`src/hw/rtl/rj_pkg.sv`:
```
// Shared types, constants and the saturation helper of the radar Jacobian block.
package rj_pkg;

    localparam int RJ_FRAC_BITS = 16;
    localparam logic [15:0] RJ_GUARD_RESET = 16'd7;
    localparam int RJ_QDEPTH = 2;

    typedef struct packed {
        logic signed [31:0] pos_x;
        logic signed [31:0] pos_y;
        logic signed [31:0] vel_x;
        logic signed [31:0] vel_y;
    } rj_in_t;

    typedef struct packed {
        logic signed [31:0] d_range_d_px;
        logic signed [31:0] d_range_d_py;
        logic signed [31:0] d_bearing_d_px;
        logic signed [31:0] d_bearing_d_py;
        logic signed [31:0] d_rate_d_px;
        logic signed [31:0] d_rate_d_py;
        logic               near_zero;
    } rj_out_t;

    // Classified item handed from the front part to the back part.
    typedef struct packed {
        logic [63:0] s;
        logic [63:0] c1;
        logic [63:0] cr;
        logic [31:0] apx;
        logic [31:0] apy;
        logic        npx;
        logic        npy;
        logic        ncr;
        logic        near;
    } rj_cls_t;

    typedef enum logic [2:0] {
        BK_IDLE,
        BK_LAUNCH,
        BK_ROOT,
        BK_DIVR,
        BK_MUL,
        BK_HOLD
    } rj_state_t;

    // Applies a sign to a magnitude and clips it to the signed 32-bit range.
    function automatic logic [31:0] sat32(input logic [63:0] m, input logic neg);
        logic [31:0] r;
        if (neg) begin
            if (m >= 64'h8000_0000) begin
                r = 32'h8000_0000;
            end else begin
                r = 32'(~m + 64'd1);
            end
        end else begin
            if (m > 64'h7FFF_FFFF) begin
                r = 32'h7FFF_FFFF;
            end else begin
                r = m[31:0];
            end
        end
        return r;
    endfunction

endpackage

```
`src/hw/rtl/rj_fifo.sv`:
```
// Two-entry queue that decouples the classifying front from the arithmetic back.
module rj_fifo
    import rj_pkg::*;
(
    input  logic    aclk,
    input  logic    aresetn,
    input  logic    in_valid,
    output logic    in_ready,
    input  rj_cls_t in_data,
    output logic    out_valid,
    input  logic    out_ready,
    output rj_cls_t out_data
);

    localparam int AW = $clog2(RJ_QDEPTH);

    rj_cls_t         slot_reg [RJ_QDEPTH];
    logic [AW-1:0]   wp_reg, rp_reg;
    logic [AW:0]     cnt_reg;
    logic            push, pop;

    assign in_ready  = cnt_reg != (AW+1)'(RJ_QDEPTH);
    assign out_valid = cnt_reg != '0;
    assign push      = in_valid && in_ready;
    assign pop       = out_valid && out_ready;
    assign out_data  = slot_reg[rp_reg];

    always_ff @(posedge aclk) begin
        if (!aresetn) begin
            wp_reg  <= '0;
            rp_reg  <= '0;
            cnt_reg <= '0;
        end else begin
            if (push) begin
                wp_reg <= (wp_reg == AW'(RJ_QDEPTH - 1)) ? '0 : wp_reg + 1'b1;
            end
            if (pop) begin
                rp_reg <= (rp_reg == AW'(RJ_QDEPTH - 1)) ? '0 : rp_reg + 1'b1;
            end
            cnt_reg <= cnt_reg + (AW+1)'(push) - (AW+1)'(pop);
        end
    end

    always_ff @(posedge aclk) begin
        if (push) begin
            slot_reg[wp_reg] <= in_data;
        end
    end

endmodule

```
`config.mk`:
```
export PLATFORM = sky130hd
export DESIGN_NAME = rj_fifo
export DESIGN_NICKNAME = d
export VERILOG_FILES = /design/src/hw/rtl/rj_pkg.sv /design/src/hw/rtl/rj_fifo.sv
export SDC_FILE = /design/constraint.sdc
export NUM_CORES = 1
export LEC_CHECK = 0
export ABC_AREA = 1
export BUFFER_PORTS_ARGS = -buffer_cell sky130_fd_sc_hd__buf_2
export CAP_MARGIN = 20
export CORE_AREA = 2 2 205 207
export DETAILED_ROUTE_END_ITERATION = 6
export DIE_AREA = 0 0 207 209
export HOLD_SLACK_MARGIN = 0.02
export PLACE_DENSITY_LB_ADDON = 0.05
export SYNTH_ARGS = -nofsm -noshare
export SYNTH_HDL_FRONTEND = slang
export SYNTH_SLANG_ARGS = --single-unit
export TNS_END_PERCENT = 30
```
`constraint.sdc`:
```
create_clock -name aclk -period 25.3 [get_ports aclk]
set_clock_uncertainty 0.2 [all_clocks]
set_input_delay 5.06 -clock aclk [delete_from_list [all_inputs] [get_ports aclk]]
set_output_delay 5.06 -clock aclk [all_outputs]
set_load 0.01 [all_outputs]
```
==> flow_metrics.tcl <==
set metrics [dict create \
    outcome "finished clean" \
    drt_iter0_markers 514 \
    mostFrequentLayoutCells "buf_2 (525), edfxtp_1 (520), mux2_4 (200), mux2_2 (60), clkbuf_16 (55)" \
    setup_tns_ns 0 \
    drc_errors 0 \
    mostFrequentLayoutCell "buf_2" \
    clk_latency_ns 0.57 \
    multi_input_area_um2 3800 \
    die-area_um2 43300 \
    ys_types 13 \
    avgSynthCellArea_um2 23.5 \
    cp.arrival_ns 3.78 \
    yosysSeqAreaShare_pct 79.3 \
    timing.fmax_mhz 111 \
    worst_ep_required_time_ns 20.04 \
    cp-endpoint "out_data[27]" \
    cts_root_buffer "clkbuf_16" \
    grt.total_usage_pct 19.9 \
    maxCapViolCount 0 \
    grt_use_met1_pct 21.3 \
    wire_per_inst_um 22.2 \
    holdCritPathClass "flop to flop" \
    final_area_um2 24600 \
    fillers 3188 \
    startpoint_type "flop" \
    rsz0062_at_grt "no" \
    ys_ff_latch 525 \
    grt_pass1_vias 10300 \
    timing.rr.end "slot_reg[1][173]" \
    drive_gt1_share_pct 59.9 \
    pre_cts_ws_ns 16.55 \
    overflow 0 \
    cts.sinks 525 \
    grtUsageMet3_pct 8.84 \
    antenna_found_initial 33 \
    io_buffers 525 \
    vias_per_cell 4.92 \
    dieHeight_um 209 \
    vias 9911 \
    wirelength_um 44700 \
    syn_area_um2 19800 \
    cp_top_family "buffers and inverters" \
    fin_nets 1674 \
    vdd_drop_max_uv 81.7 \
    grt_max_degree 73 \
    r2r_setup_slack_ns 22.17 \
    start_util_pct 48.0 \
    instances_no_fill 2016 \
    cts_tree "built" \
    use_met2_pct 33.7 \
    total_power_mw 2.48 \
    cp_max_fo 53 \
    worstMarginPinSlew_ns 1.02 \
    num_io_pins 526 \
    slew_headroom_pct 32.0 \
    leakagePower_nw 9.56 \
    maxSlewViolCount 0 \
    core.rowCount 75 \
    crit_chain "buf_4 -> buf_4 -> buf_16 -> mux2_2 -> buf_2" \
    placed_area_um2 22900 \
    globalplace.congestion 0.760 \
    critPathCaptureType "output port" \
    first_pass_iters 4 \
    core_um2 41300 \
    holdWs_ns 0.289 \
    hpwl_um 30900 \
    crit_cells 5 \
    yosysWarnings 0 \
    cts.clk_slew.worst_paths_ns 0.05 \
    synthCells 845 \
    cts_buffers 53 \
    cp_num_buf_inv 4 \
    largest_reg_flops 520 \
    fin_crit_ns 9.04 \
    max_stage_delay_ns 0.95 \
    cts_buffer_depth 3 \
    r2r_start "cnt_reg[0]" \
    cts_htree_levels 2 \
    critPathMostFrequentCell "buf_4" \
    post_cts_resized 0 \
    crit_type "flop to output port" \
    synth_nets 1110 \
    period_share_pct 35.7 \
    areaGrowthSynthToFinish_pct 24.3 \
    hold_viol 0 \
    post_cts_buffers 0 \
    fin_ws_ns 16.26 \
    grt_pass1_wl_um 63500 \
    power_density_nw_per_um2 101 \
    crit_slowest_cell "dfxtp_4" \
    final_util_pct 59.7 \
    grt_busiest_layer "met2" \
    dp_cells 1892 \
    die_x_um 207 \
    rr_worst_depth 6 \
    hold_buffers 0 \
    finalSetupViolations 0 \
    ant_nets 0 \
    ff_latch_area_um2 15700 \
]
-- area by class of cell --
class                   instances  share of cell area, %
clock buffers                  68                   5.78
repair buffers                538                   11.1
inverters                       7                  0.107
flip-flops and latches        525                   63.8
clock inverters                28                  0.731
multi-input cells             284                   15.4
diodes                         27                  0.274
well taps                     539                   2.74
-- worst reg2reg max path, delay by kind of cell (launching register included) --
kind                   cells  cell delay, ns
buffers and inverters      3            1.60
AND/OR/NAND/NOR            3            0.45
flip-flops                 1            0.36
-- how the worst min path moves through the flow --
stage,startpoint,end,slack [ns],depth (start not counted)
global placement,rp_reg,flop,0.27,2
CTS,rp_reg,rp_reg,0.30,2
finish,rp_reg,rp_reg,0.29,2
detailed placement,rp_reg,rp_reg,0.28,2
global route,rp_reg,rp_reg,0.35,2
floorplan,rp_reg,flop,0.27,2
-- where the power goes --
part           leakage, nW  total [mW]  internal (mW)  switching [mW]
Sequential            4.90        1.15           1.11          0.0428
Clock                0.781       0.725          0.415           0.310
Combinational         3.88       0.611          0.297           0.314
Total                 9.56        2.48           1.82           0.667
-- layer usage --
layer  vias to the layer above  wire, um
met4                        14      1640
met1                      4886     15800
met5                         -       102
met2                       370     22700
met3                       109      4410
li1                       4532         -
-- cells by family after synthesis --
| logic type | synth area share (%) |
|---|---|
| DFF | 79.3 |
| buffers and inverters | 1.59 |
| and+or+nand+nor | 0.404 |
| xor gates and xnor gates | 0.0442 |
| adders and majority gates | 0.0631 |
| AOI/OAI and AO/OA | 0.0252 |
| muxes | 18.6 |
-- synth_stat cells --
library cell    n  area, um2
ha_1            1       12.5
buf_6          23        259
buf_2           6       30.0
inv_1           7       26.3
xnor2_1         1       8.76
edfxtp_1      520      15600
nand2_1        11       41.3
mux2_2         60        676
a21oi_1         1       5.00
nand3_1         1       5.00
mux2_4        200       3000
dfxtp_1         5        100
nor2_1          9       33.8
No activity file was read; power rests on OpenSTA's default activity.
