<file path="config.mk">
export PLATFORM = sky130hd
export DESIGN_NAME = rj_back
export DESIGN_NICKNAME = d
export VERILOG_FILES = /design/src/hw/rtl/rj_pkg.sv /design/src/hw/rtl/rj_div.sv /design/src/hw/rtl/rj_back.sv
export SDC_FILE = /design/constraint.sdc
export NUM_CORES = 2
export LEC_CHECK = 0
export BUFFER_PORTS_ARGS = -buffer_cell sky130_fd_sc_hd__buf_2
export CAP_MARGIN = 20
export CORE_MARGIN = 5
export CORE_UTILIZATION = 57
export DETAILED_ROUTE_END_ITERATION = 6
export PLACE_DENSITY_LB_ADDON = 0.12
export SLEW_MARGIN = 20
export SYNTH_ARGS = -nofsm -noshare
export SYNTH_HDL_FRONTEND = slang
export SYNTH_HIERARCHICAL = 1
export SYNTH_SLANG_ARGS = --single-unit
export TNS_END_PERCENT = 30
</file>
<file path="constraint.sdc">
create_clock -name aclk -period 30.5 [get_ports aclk]
set_input_delay 1.525 -clock aclk [delete_from_list [all_inputs] [get_ports aclk]]
set_output_delay 1.525 -clock aclk [all_outputs]
set_load 0.02 [all_outputs]
</file>
<file path="src/hw/rtl/rj_pkg.sv">
// Shared types, constants and the saturation helper of the radar Jacobian block.
package rj_pkg;

    localparam int RJ_FRAC_BITS = 16;
    localparam logic [15:0] RJ_GUARD_RESET = 16'd7;
    localparam int RJ_QDEPTH = 2;

    typedef struct packed {
        logic signed [31:0] pos_x;
        logic signed [31:0] pos_y;
        logic signed [31:0] vel_x;
        logic signed [31:0] vel_y;
    } rj_in_t;

    typedef struct packed {
        logic signed [31:0] d_range_d_px;
        logic signed [31:0] d_range_d_py;
        logic signed [31:0] d_bearing_d_px;
        logic signed [31:0] d_bearing_d_py;
        logic signed [31:0] d_rate_d_px;
        logic signed [31:0] d_rate_d_py;
        logic               near_zero;
    } rj_out_t;

    // Classified item handed from the front part to the back part.
    typedef struct packed {
        logic [63:0] s;
        logic [63:0] c1;
        logic [63:0] cr;
        logic [31:0] apx;
        logic [31:0] apy;
        logic        npx;
        logic        npy;
        logic        ncr;
        logic        near;
    } rj_cls_t;

    typedef enum logic [2:0] {
        BK_IDLE,
        BK_LAUNCH,
        BK_ROOT,
        BK_DIVR,
        BK_MUL,
        BK_HOLD
    } rj_state_t;

    // Applies a sign to a magnitude and clips it to the signed 32-bit range.
    function automatic logic [31:0] sat32(input logic [63:0] m, input logic neg);
        logic [31:0] r;
        if (neg) begin
            if (m >= 64'h8000_0000) begin
                r = 32'h8000_0000;
            end else begin
                r = 32'(~m + 64'd1);
            end
        end else begin
            if (m > 64'h7FFF_FFFF) begin
                r = 32'h7FFF_FFFF;
            end else begin
                r = m[31:0];
            end
        end
        return r;
    endfunction

endpackage

</file>
<file path="src/hw/rtl/rj_div.sv">
// Restoring divider for 64-bit unsigned operands, one quotient bit per cycle.
module rj_div
    import rj_pkg::*;
(
    input  logic        aclk,
    input  logic        aresetn,
    input  logic        start,
    input  logic [63:0] num,
    input  logic [63:0] den,
    output logic [63:0] quo,
    output logic        done
);

    logic [63:0] rem_reg, rem_next;
    logic [63:0] quo_reg, quo_next;
    logic [63:0] den_reg;
    logic [5:0]  cnt_reg;
    logic        busy_reg;
    logic [64:0] trial;
    logic        ge;

    assign trial = {rem_reg, quo_reg[63]};
    assign ge    = trial >= {1'b0, den_reg};

    always_comb begin
        rem_next = ge ? 64'(trial - {1'b0, den_reg}) : trial[63:0];
        quo_next = {quo_reg[62:0], ge};
    end

    always_ff @(posedge aclk) begin
        if (!aresetn) begin
            busy_reg <= 1'b0;
            cnt_reg  <= '0;
        end else if (start) begin
            busy_reg <= 1'b1;
            cnt_reg  <= '0;
        end else if (busy_reg) begin
            cnt_reg <= cnt_reg + 6'd1;
            if (cnt_reg == 6'd63) begin
                busy_reg <= 1'b0;
            end
        end
    end

    always_ff @(posedge aclk) begin
        if (start) begin
            rem_reg <= '0;
            quo_reg <= num;
            den_reg <= den;
        end else if (busy_reg) begin
            rem_reg <= rem_next;
            quo_reg <= quo_next;
        end
    end

    assign quo  = quo_reg;
    assign done = !busy_reg;

endmodule

</file>
<file path="src/hw/rtl/rj_back.sv">
// Back part: square root, five serial divisions and two serial products per item; near-zero items skip them.
module rj_back
    import rj_pkg::*;
#(
    parameter int FRAC_BITS = RJ_FRAC_BITS
) (
    input  logic    aclk,
    input  logic    aresetn,
    input  logic    q_valid,
    output logic    q_ready,
    input  rj_cls_t q_data,
    output logic    m_valid,
    input  logic    m_ready,
    output rj_out_t m_data
);

    localparam int MW = 32 + FRAC_BITS;

    rj_state_t   state_reg, state_next;
    rj_cls_t     item_reg;
    logic [63:0] sq_n_reg, sq_res_reg, sq_bit_reg;
    logic [5:0]  sq_cnt_reg;
    logic [63:0] d2_reg, d3_reg, a_reg, b_reg, wsh_reg;
    logic [MW-1:0] acc_a_reg, acc_b_reg, sa_a_reg, sa_b_reg;
    logic        ov_a_reg, ov_b_reg, sov_a_reg, sov_b_reg;
    logic [5:0]  mcnt_reg;
    logic        m_valid_reg;
    rj_out_t     m_data_reg;

    logic        q_pop, start_c1, start_r, mul_load, mul_run, out_load, sq_init, sq_run;
    logic [63:0] quo [3];
    logic [2:0]  ldone;
    logic [63:0] num_x, num_y, den_xy;
    logic [63:0] sq_try;
    logic [MW:0] sum_a, sum_b;
    logic [63:0] mag_a, mag_b;
    rj_out_t     res;

    assign num_x  = 64'(item_reg.apx) << FRAC_BITS;
    assign num_y  = 64'(item_reg.apy) << FRAC_BITS;
    assign den_xy = start_r ? sq_res_reg : item_reg.c1;

    rj_div u_div_x (
        .aclk(aclk), .aresetn(aresetn), .start(start_c1 || start_r),
        .num(num_x), .den(den_xy), .quo(quo[0]), .done(ldone[0])
    );
    rj_div u_div_y (
        .aclk(aclk), .aresetn(aresetn), .start(start_c1 || start_r),
        .num(num_y), .den(den_xy), .quo(quo[1]), .done(ldone[1])
    );
    rj_div u_div_w (
        .aclk(aclk), .aresetn(aresetn), .start(start_c1),
        .num(item_reg.cr), .den(item_reg.c1), .quo(quo[2]), .done(ldone[2])
    );

    always_comb begin
        state_next = state_reg;
        unique case (state_reg)
            BK_IDLE:   if (q_valid) state_next = q_data.near ? BK_HOLD : BK_LAUNCH;
            BK_LAUNCH: state_next = BK_ROOT;
            BK_ROOT:   if (ldone[0]) state_next = BK_DIVR;
            BK_DIVR:   if (ldone[0]) state_next = BK_MUL;
            BK_MUL:    if (mcnt_reg == 6'd63) state_next = BK_HOLD;
            BK_HOLD:   if (!m_valid_reg || m_ready) state_next = BK_IDLE;
            default:   state_next = BK_IDLE;
        endcase
    end

    always_comb begin
        q_pop    = 1'b0;
        start_c1 = 1'b0;
        start_r  = 1'b0;
        mul_load = 1'b0;
        mul_run  = 1'b0;
        out_load = 1'b0;
        sq_init  = 1'b0;
        sq_run   = 1'b0;
        unique case (state_reg)
            BK_IDLE:   q_pop = q_valid;
            BK_LAUNCH: begin
                start_c1 = 1'b1;
                sq_init  = 1'b1;
            end
            BK_ROOT: begin
                start_r = ldone[0];
                sq_run  = sq_cnt_reg != 6'd32;
            end
            BK_DIVR:   mul_load = ldone[0];
            BK_MUL:    mul_run = 1'b1;
            BK_HOLD:   out_load = !m_valid_reg || m_ready;
            default:   q_pop = 1'b0;
        endcase
    end

    assign q_ready = q_pop;

    assign sq_try = sq_res_reg + sq_bit_reg;
    assign sum_a  = {1'b0, acc_a_reg} + {1'b0, sa_a_reg};
    assign sum_b  = {1'b0, acc_b_reg} + {1'b0, sa_b_reg};

    always_ff @(posedge aclk) begin
        if (!aresetn) begin
            state_reg   <= BK_IDLE;
            m_valid_reg <= 1'b0;
        end else begin
            state_reg <= state_next;
            if (out_load) begin
                m_valid_reg <= 1'b1;
            end else if (m_ready) begin
                m_valid_reg <= 1'b0;
            end
        end
    end

    always_ff @(posedge aclk) begin
        if (q_pop) begin
            item_reg <= q_data;
        end
        if (sq_init) begin
            sq_n_reg   <= item_reg.s;
            sq_res_reg <= '0;
            sq_bit_reg <= 64'd1 << 62;
            sq_cnt_reg <= '0;
        end else if (sq_run) begin
            if (sq_n_reg >= sq_try) begin
                sq_n_reg   <= sq_n_reg - sq_try;
                sq_res_reg <= (sq_res_reg >> 1) + sq_bit_reg;
            end else begin
                sq_res_reg <= sq_res_reg >> 1;
            end
            sq_bit_reg <= sq_bit_reg >> 2;
            sq_cnt_reg <= sq_cnt_reg + 6'd1;
        end
        if (start_r) begin
            d3_reg <= quo[0];
            d2_reg <= quo[1];
        end
        if (mul_load) begin
            a_reg     <= quo[0];
            b_reg     <= quo[1];
            wsh_reg   <= quo[2];
            sa_a_reg  <= MW'(quo[0]);
            sa_b_reg  <= MW'(quo[1]);
            acc_a_reg <= '0;
            acc_b_reg <= '0;
            ov_a_reg  <= 1'b0;
            ov_b_reg  <= 1'b0;
            sov_a_reg <= 1'b0;
            sov_b_reg <= 1'b0;
            mcnt_reg  <= '0;
        end else if (mul_run) begin
            if (wsh_reg[0]) begin
                acc_a_reg <= sum_a[MW-1:0];
                acc_b_reg <= sum_b[MW-1:0];
                ov_a_reg  <= ov_a_reg || sum_a[MW] || sov_a_reg;
                ov_b_reg  <= ov_b_reg || sum_b[MW] || sov_b_reg;
            end
            sa_a_reg  <= sa_a_reg << 1;
            sa_b_reg  <= sa_b_reg << 1;
            sov_a_reg <= sov_a_reg || sa_a_reg[MW-1];
            sov_b_reg <= sov_b_reg || sa_b_reg[MW-1];
            wsh_reg   <= wsh_reg >> 1;
            mcnt_reg  <= mcnt_reg + 6'd1;
        end
        if (out_load) begin
            m_data_reg <= res;
        end
    end

    assign mag_a = ov_a_reg ? 64'h8000_0000 : 64'(acc_a_reg[MW-1:FRAC_BITS]);
    assign mag_b = ov_b_reg ? 64'h8000_0000 : 64'(acc_b_reg[MW-1:FRAC_BITS]);

    always_comb begin
        if (item_reg.near) begin
            res = '0;
            res.near_zero = 1'b1;
        end else begin
            res.d_range_d_px   = sat32(a_reg, item_reg.npx);
            res.d_range_d_py   = sat32(b_reg, item_reg.npy);
            res.d_bearing_d_px = sat32(d2_reg, !item_reg.npy);
            res.d_bearing_d_py = sat32(d3_reg, item_reg.npx);
            res.d_rate_d_px    = sat32(mag_b, item_reg.npy != item_reg.ncr);
            res.d_rate_d_py    = sat32(mag_a, item_reg.npx == item_reg.ncr);
            res.near_zero      = 1'b0;
        end
    end

    assign m_valid = m_valid_reg;
    assign m_data  = m_data_reg;

`ifndef SYNTHESIS
    a_near_bypass: assert property (@(posedge aclk) disable iff (!aresetn)
        (state_reg == BK_IDLE && q_valid && q_data.near) |=> state_reg == BK_HOLD)
        else $error("near-zero item did not bypass the arithmetic");
    a_div_busy: assert property (@(posedge aclk) disable iff (!aresetn)
        start_c1 |=> !ldone[0] && !ldone[2])
        else $error("divider lanes did not start");
    a_mul_end: assert property (@(posedge aclk) disable iff (!aresetn)
        (state_reg == BK_MUL && mcnt_reg == 6'd63) |=> state_reg == BK_HOLD)
        else $error("product sequence did not finish after 64 steps");
    a_root_done: assert property (@(posedge aclk) disable iff (!aresetn)
        start_r |-> sq_cnt_reg == 6'd32)
        else $error("division by range started before the root was complete");
`endif

endmodule

</file>
==> metrics.json <==
{
  "drt": {
    "routed_via_count_divided_by_cell_count": 6.151,
    "routed_length_per_instance_um": 21.25,
    "drt_first_pass_iters": 6,
    "ant_nets": 0,
    "routed-via-count": 75570,
    "drc_errors": 0,
    "wl_um": 261000,
    "drt_iter0_drc": 6923
  },
  "timing": {
    "worst_tran_pin_value_ns": 1.251,
    "finalMaxSlewViolations": 0,
    "min_period_over_period_pct": 23.17,
    "clock-skew-final_ns": 0.03938,
    "worst_slew_margin_rel_pct": 14.43,
    "total_negative_setup_slacks_ns": 0,
    "period_minus_slack_ns": 7.068,
    "setup_viol": 0,
    "setup_ws_ns": 23.43,
    "max_clock_freq_mhz": 141.5,
    "final-hold-violation-count": 0,
    "setup_repair_after_global_routing_missed_its_margin": "false"
  },
  "floorplan": {
    "die-height_um": 419.8,
    "coreArea_sq_um": 167000,
    "ios": 459,
    "fp.dieW_um": 419.8,
    "die_area_sq_um": 176200,
    "initial_core_util_pct": 57.30,
    "floorplan.rows": 150
  },
  "yosys": {
    "synth_largest_area_cell": "sky130_fd_sc_hd__edfxtp_1",
    "synth_top_flop_cell": "sky130_fd_sc_hd__edfxtp_1",
    "netlist_area_pre_place_sq_um": 95710,
    "synth_edf_count": 1317,
    "synth_cell_types": 103,
    "ys.warnings.count": 6,
    "synth_most_common_cell": "sky130_fd_sc_hd__nand2_1",
    "postSynthAreaPerCell_sq_um": 9.890,
    "synth.yosys.seq_area_share_pct": 50.21,
    "synthesis.instances": 9678,
    "synthesized_flop_and_latch_total": 1742,
    "synth_largest_type_area_fraction_pct": 41.32,
    "synth.top_cells.by_area": "sky130_fd_sc_hd__edfxtp_1 41%, sky130_fd_sc_hd__dfxtp_1 8.9%, sky130_fd_sc_hd__ha_1 5.6%",
    "most_frequent_cells_after_synthesis": "1398 x sky130_fd_sc_hd__nand2_1, 1317 x sky130_fd_sc_hd__edfxtp_1, 834 x sky130_fd_sc_hd__nor2_1",
    "postSynth.asyncResetShare_pct": 0
  },
  "cts": {
    "numClockSinks": 1742,
    "cts_resized": 0,
    "htreeDepth": 4,
    "worstSkewPairLatency_ns": 0.84,
    "worst_setup_hold_path_clk_slew_ns": 0.06,
    "postCtsSetupRepairBufs": 0,
    "cts_root_buffer": "sky130_fd_sc_hd__clkbuf_16",
    "tritoncts": "built",
    "cts_buffers": 182,
    "largest_buffer_count_on_any_clock_path": 3,
    "holdBufCountCts": 0
  },
  "power_and_ir_drop": {
    "power_density_nw_per_um2": 99.74,
    "static-leakage-power_uw": 0.04030,
    "worst_ir_drop_vdd_mv": 0.08793
  },
  "placement": {
    "dp_hpwl_um": 189900,
    "portBuffers": 458,
    "gp_routability_congestion": 0.9696,
    "placement.setup.worst_slack_ns": 23.70,
    "dpl_cell_area_sq_um": 99540
  },
  "setup_path": {
    "critical_path.slowest_cell": "sky130_fd_sc_hd__buf_4",
    "critPathRequiredTime_ns": 31.20,
    "reg2reg_slack_ns": 23.43,
    "crit_buf_inv": 1,
    "critPathKind": "flip-flop to flip-flop",
    "crit_chain": "ha_1 -> nor3_1 -> a211oi_1 -> nand2_1 -> a31oi_1 -> o31a_1 -> o21ai_0 -> o21ai_0 -> a21oi_1 -> o21bai_1 -> xnor2_1 -> ha_1 -> a21oi_1 -> o21bai_1 -> a21o_1 -> a221oi_1 -> o221ai_1 -> a21oi_1 -> o21a_4 -> buf_4 -> mux2_2 -> o22ai_1 -> nor2_1",
    "cp.arrival_ns": 7.77,
    "worstSetupEndpointType": "flip-flop",
    "timing.rr.end": "sq_res_reg[8]$_SDFFE_PP0P_",
    "r2r_start": "sq_res_reg[6]$_SDFFE_PP0P_",
    "setup.worst_path.start_class": "flip-flop",
    "critical_path_peak_fanout": 58,
    "path_delay_family": "compound AO/OA/AOI/OAI gates",
    "timing.reg2reg.worst_path_depth": 23,
    "cp_slowest_stage_delay_ns": 0.62,
    "crit_path_frequent_cell": "sky130_fd_sc_hd__a21oi_1"
  },
  "grt": {
    "grt_start_max_net_pins": 179,
    "grt_first_pass_wirelength_um": 403100,
    "antenna_violations_before_repair": 14,
    "vias_in_the_first_global_route": 71190,
    "global_route.overflow_total": 0,
    "track_usage_pct": 28.72
  },
  "outcome": {
    "outcome": "completed"
  },
  "worst_hold_path": {
    "worst_hold_startpoint": "item_reg[194]$_DFFE_PP_",
    "worst_hold_path.num_cells": 0,
    "min_path_type": "flip-flop to flip-flop",
    "whs_endpoint": "u_div_w/den_reg[62]$_DFFE_PP_"
  },
  "layout": {
    "layout_fillers": 13640,
    "drive_gt1_share_pct": 12.06,
    "net_total_in_the_final_layout": 10620,
    "sequential_cell_area_sq_um": 48070,
    "largest_reg_flops": 260,
    "multi_input_comb_area_sq_um": 44580,
    "synthToLayoutAreaGrowth_pct": 10.40,
    "final_design_area_no_fill_sq_um": 105700
  },
  "flow_run": {
    "max_cap_violations": 0
  }
}
==> layer usage <==
layer / vias to the layer above / share of wire (%) / global-route usage, % / routed length [um]
li1: 36060 / - / - / -
met1: 36220 / 42 / 37.64 / 108600
met2: 2716 / 48 / 48.49 / 125400
met3: 573 / 5.8 / 3.609 / 15020
met4: 4 / 4.6 / 11.90 / 11990
met5: - / 0.010 / 0 / 26
==> placed cells by master (no fill, tap or decap), drive strengths merged, types with 273 or more instances in the layout <==
cell    instances
dfxtp         425
inv           352
buf           520
o21ai         551
nor2          835
ha            430
nand2        1404
mux2          273
edfxtp       1317
a21oi         813
==> how the worst max path moves through the flow <==
| stage | cells past startpoint | slack, ns | from | end |
|---|---|---|---|---|
| global placement | 23 | 23.71 | sq_res_reg[6]$_SDFFE_PP0P_ | sq_res_reg[8]$_SDFFE_PP0P_ |
| floorplan | 1 | 0.79 | q_valid | item_reg[0]$_DFFE_PP_ |
| global route | 23 | 23.05 | sq_res_reg[6]$_SDFFE_PP0P_ | sq_res_reg[8]$_SDFFE_PP0P_ |
| finish | 23 | 23.43 | sq_res_reg[6]$_SDFFE_PP0P_ | sq_res_reg[8]$_SDFFE_PP0P_ |
| CTS | 23 | 23.63 | sq_res_reg[6]$_SDFFE_PP0P_ | sq_res_reg[8]$_SDFFE_PP0P_ |
| detailed placement | 23 | 23.70 | sq_res_reg[6]$_SDFFE_PP0P_ | sq_res_reg[8]$_SDFFE_PP0P_ |
==> cell type report <==
cell class	instances	share of cell area (%)
Sequential cell	1742	45.49
Multi-Input combinational cell	7124	42.19
Clock buffer	232	4.644
Timing Repair Buffer	520	2.669
Tap cell	2204	2.610
Inverter	347	1.247
Clock inverter	112	1.137
Antenna cell	4	0.009473
==> per-stage QoR <==
step	hold slack, ns	instances	utilization (%)	power, uW
floorplan	0.4222	9741	-	7134
global placement	0.4344	11940	59.59	8150
detailed placement	0.4409	11940	59.59	8242
CTS	0.4527	12280	63.25	10520
global route	0.4757	12280	63.26	11200
finish	0.4486	12290	63.26	10540
==> report_power, final <==
part	total (uW)	switching, uW	internal (uW)	leakage [uW]
clock network	2250	965	1290	0.00297
registers	3790	542	3250	0.0157
logic	4500	2780	1720	0.0216
total	10500	4290	6250	0.0403
==> logic make-up (layout without fill, tap and decap cells) <==
logic type / after synthesis / count (layout) / synth area share (%)
multiplexers: 334 / 334 / 3.850
other: 1 / 68 / 0.003918
AND/OR/NAND/NOR: 3334 / 3334 / 15.73
adder cells (fa/ha/maj): 436 / 436 / 5.747
buffers and inverters: 875 / 1211 / 3.594
AO/OA/AOI/OAI: 2543 / 2543 / 17.09
XOR/XNOR: 413 / 413 / 3.779
flip-flops: 1742 / 1742 / 50.21
==> worst register-to-register path: cells and delay by family (launching register included) <==
family	cells	cell delay [ns]
compound gates	15	4.23
simple gates	3	0.34
fa+ha+maj	2	0.63
xor+xnor	1	0.15
mux	1	0.46
buf+inv	1	0.64
flops	1	0.52
No activity file was read; power rests on OpenSTA's default activity.
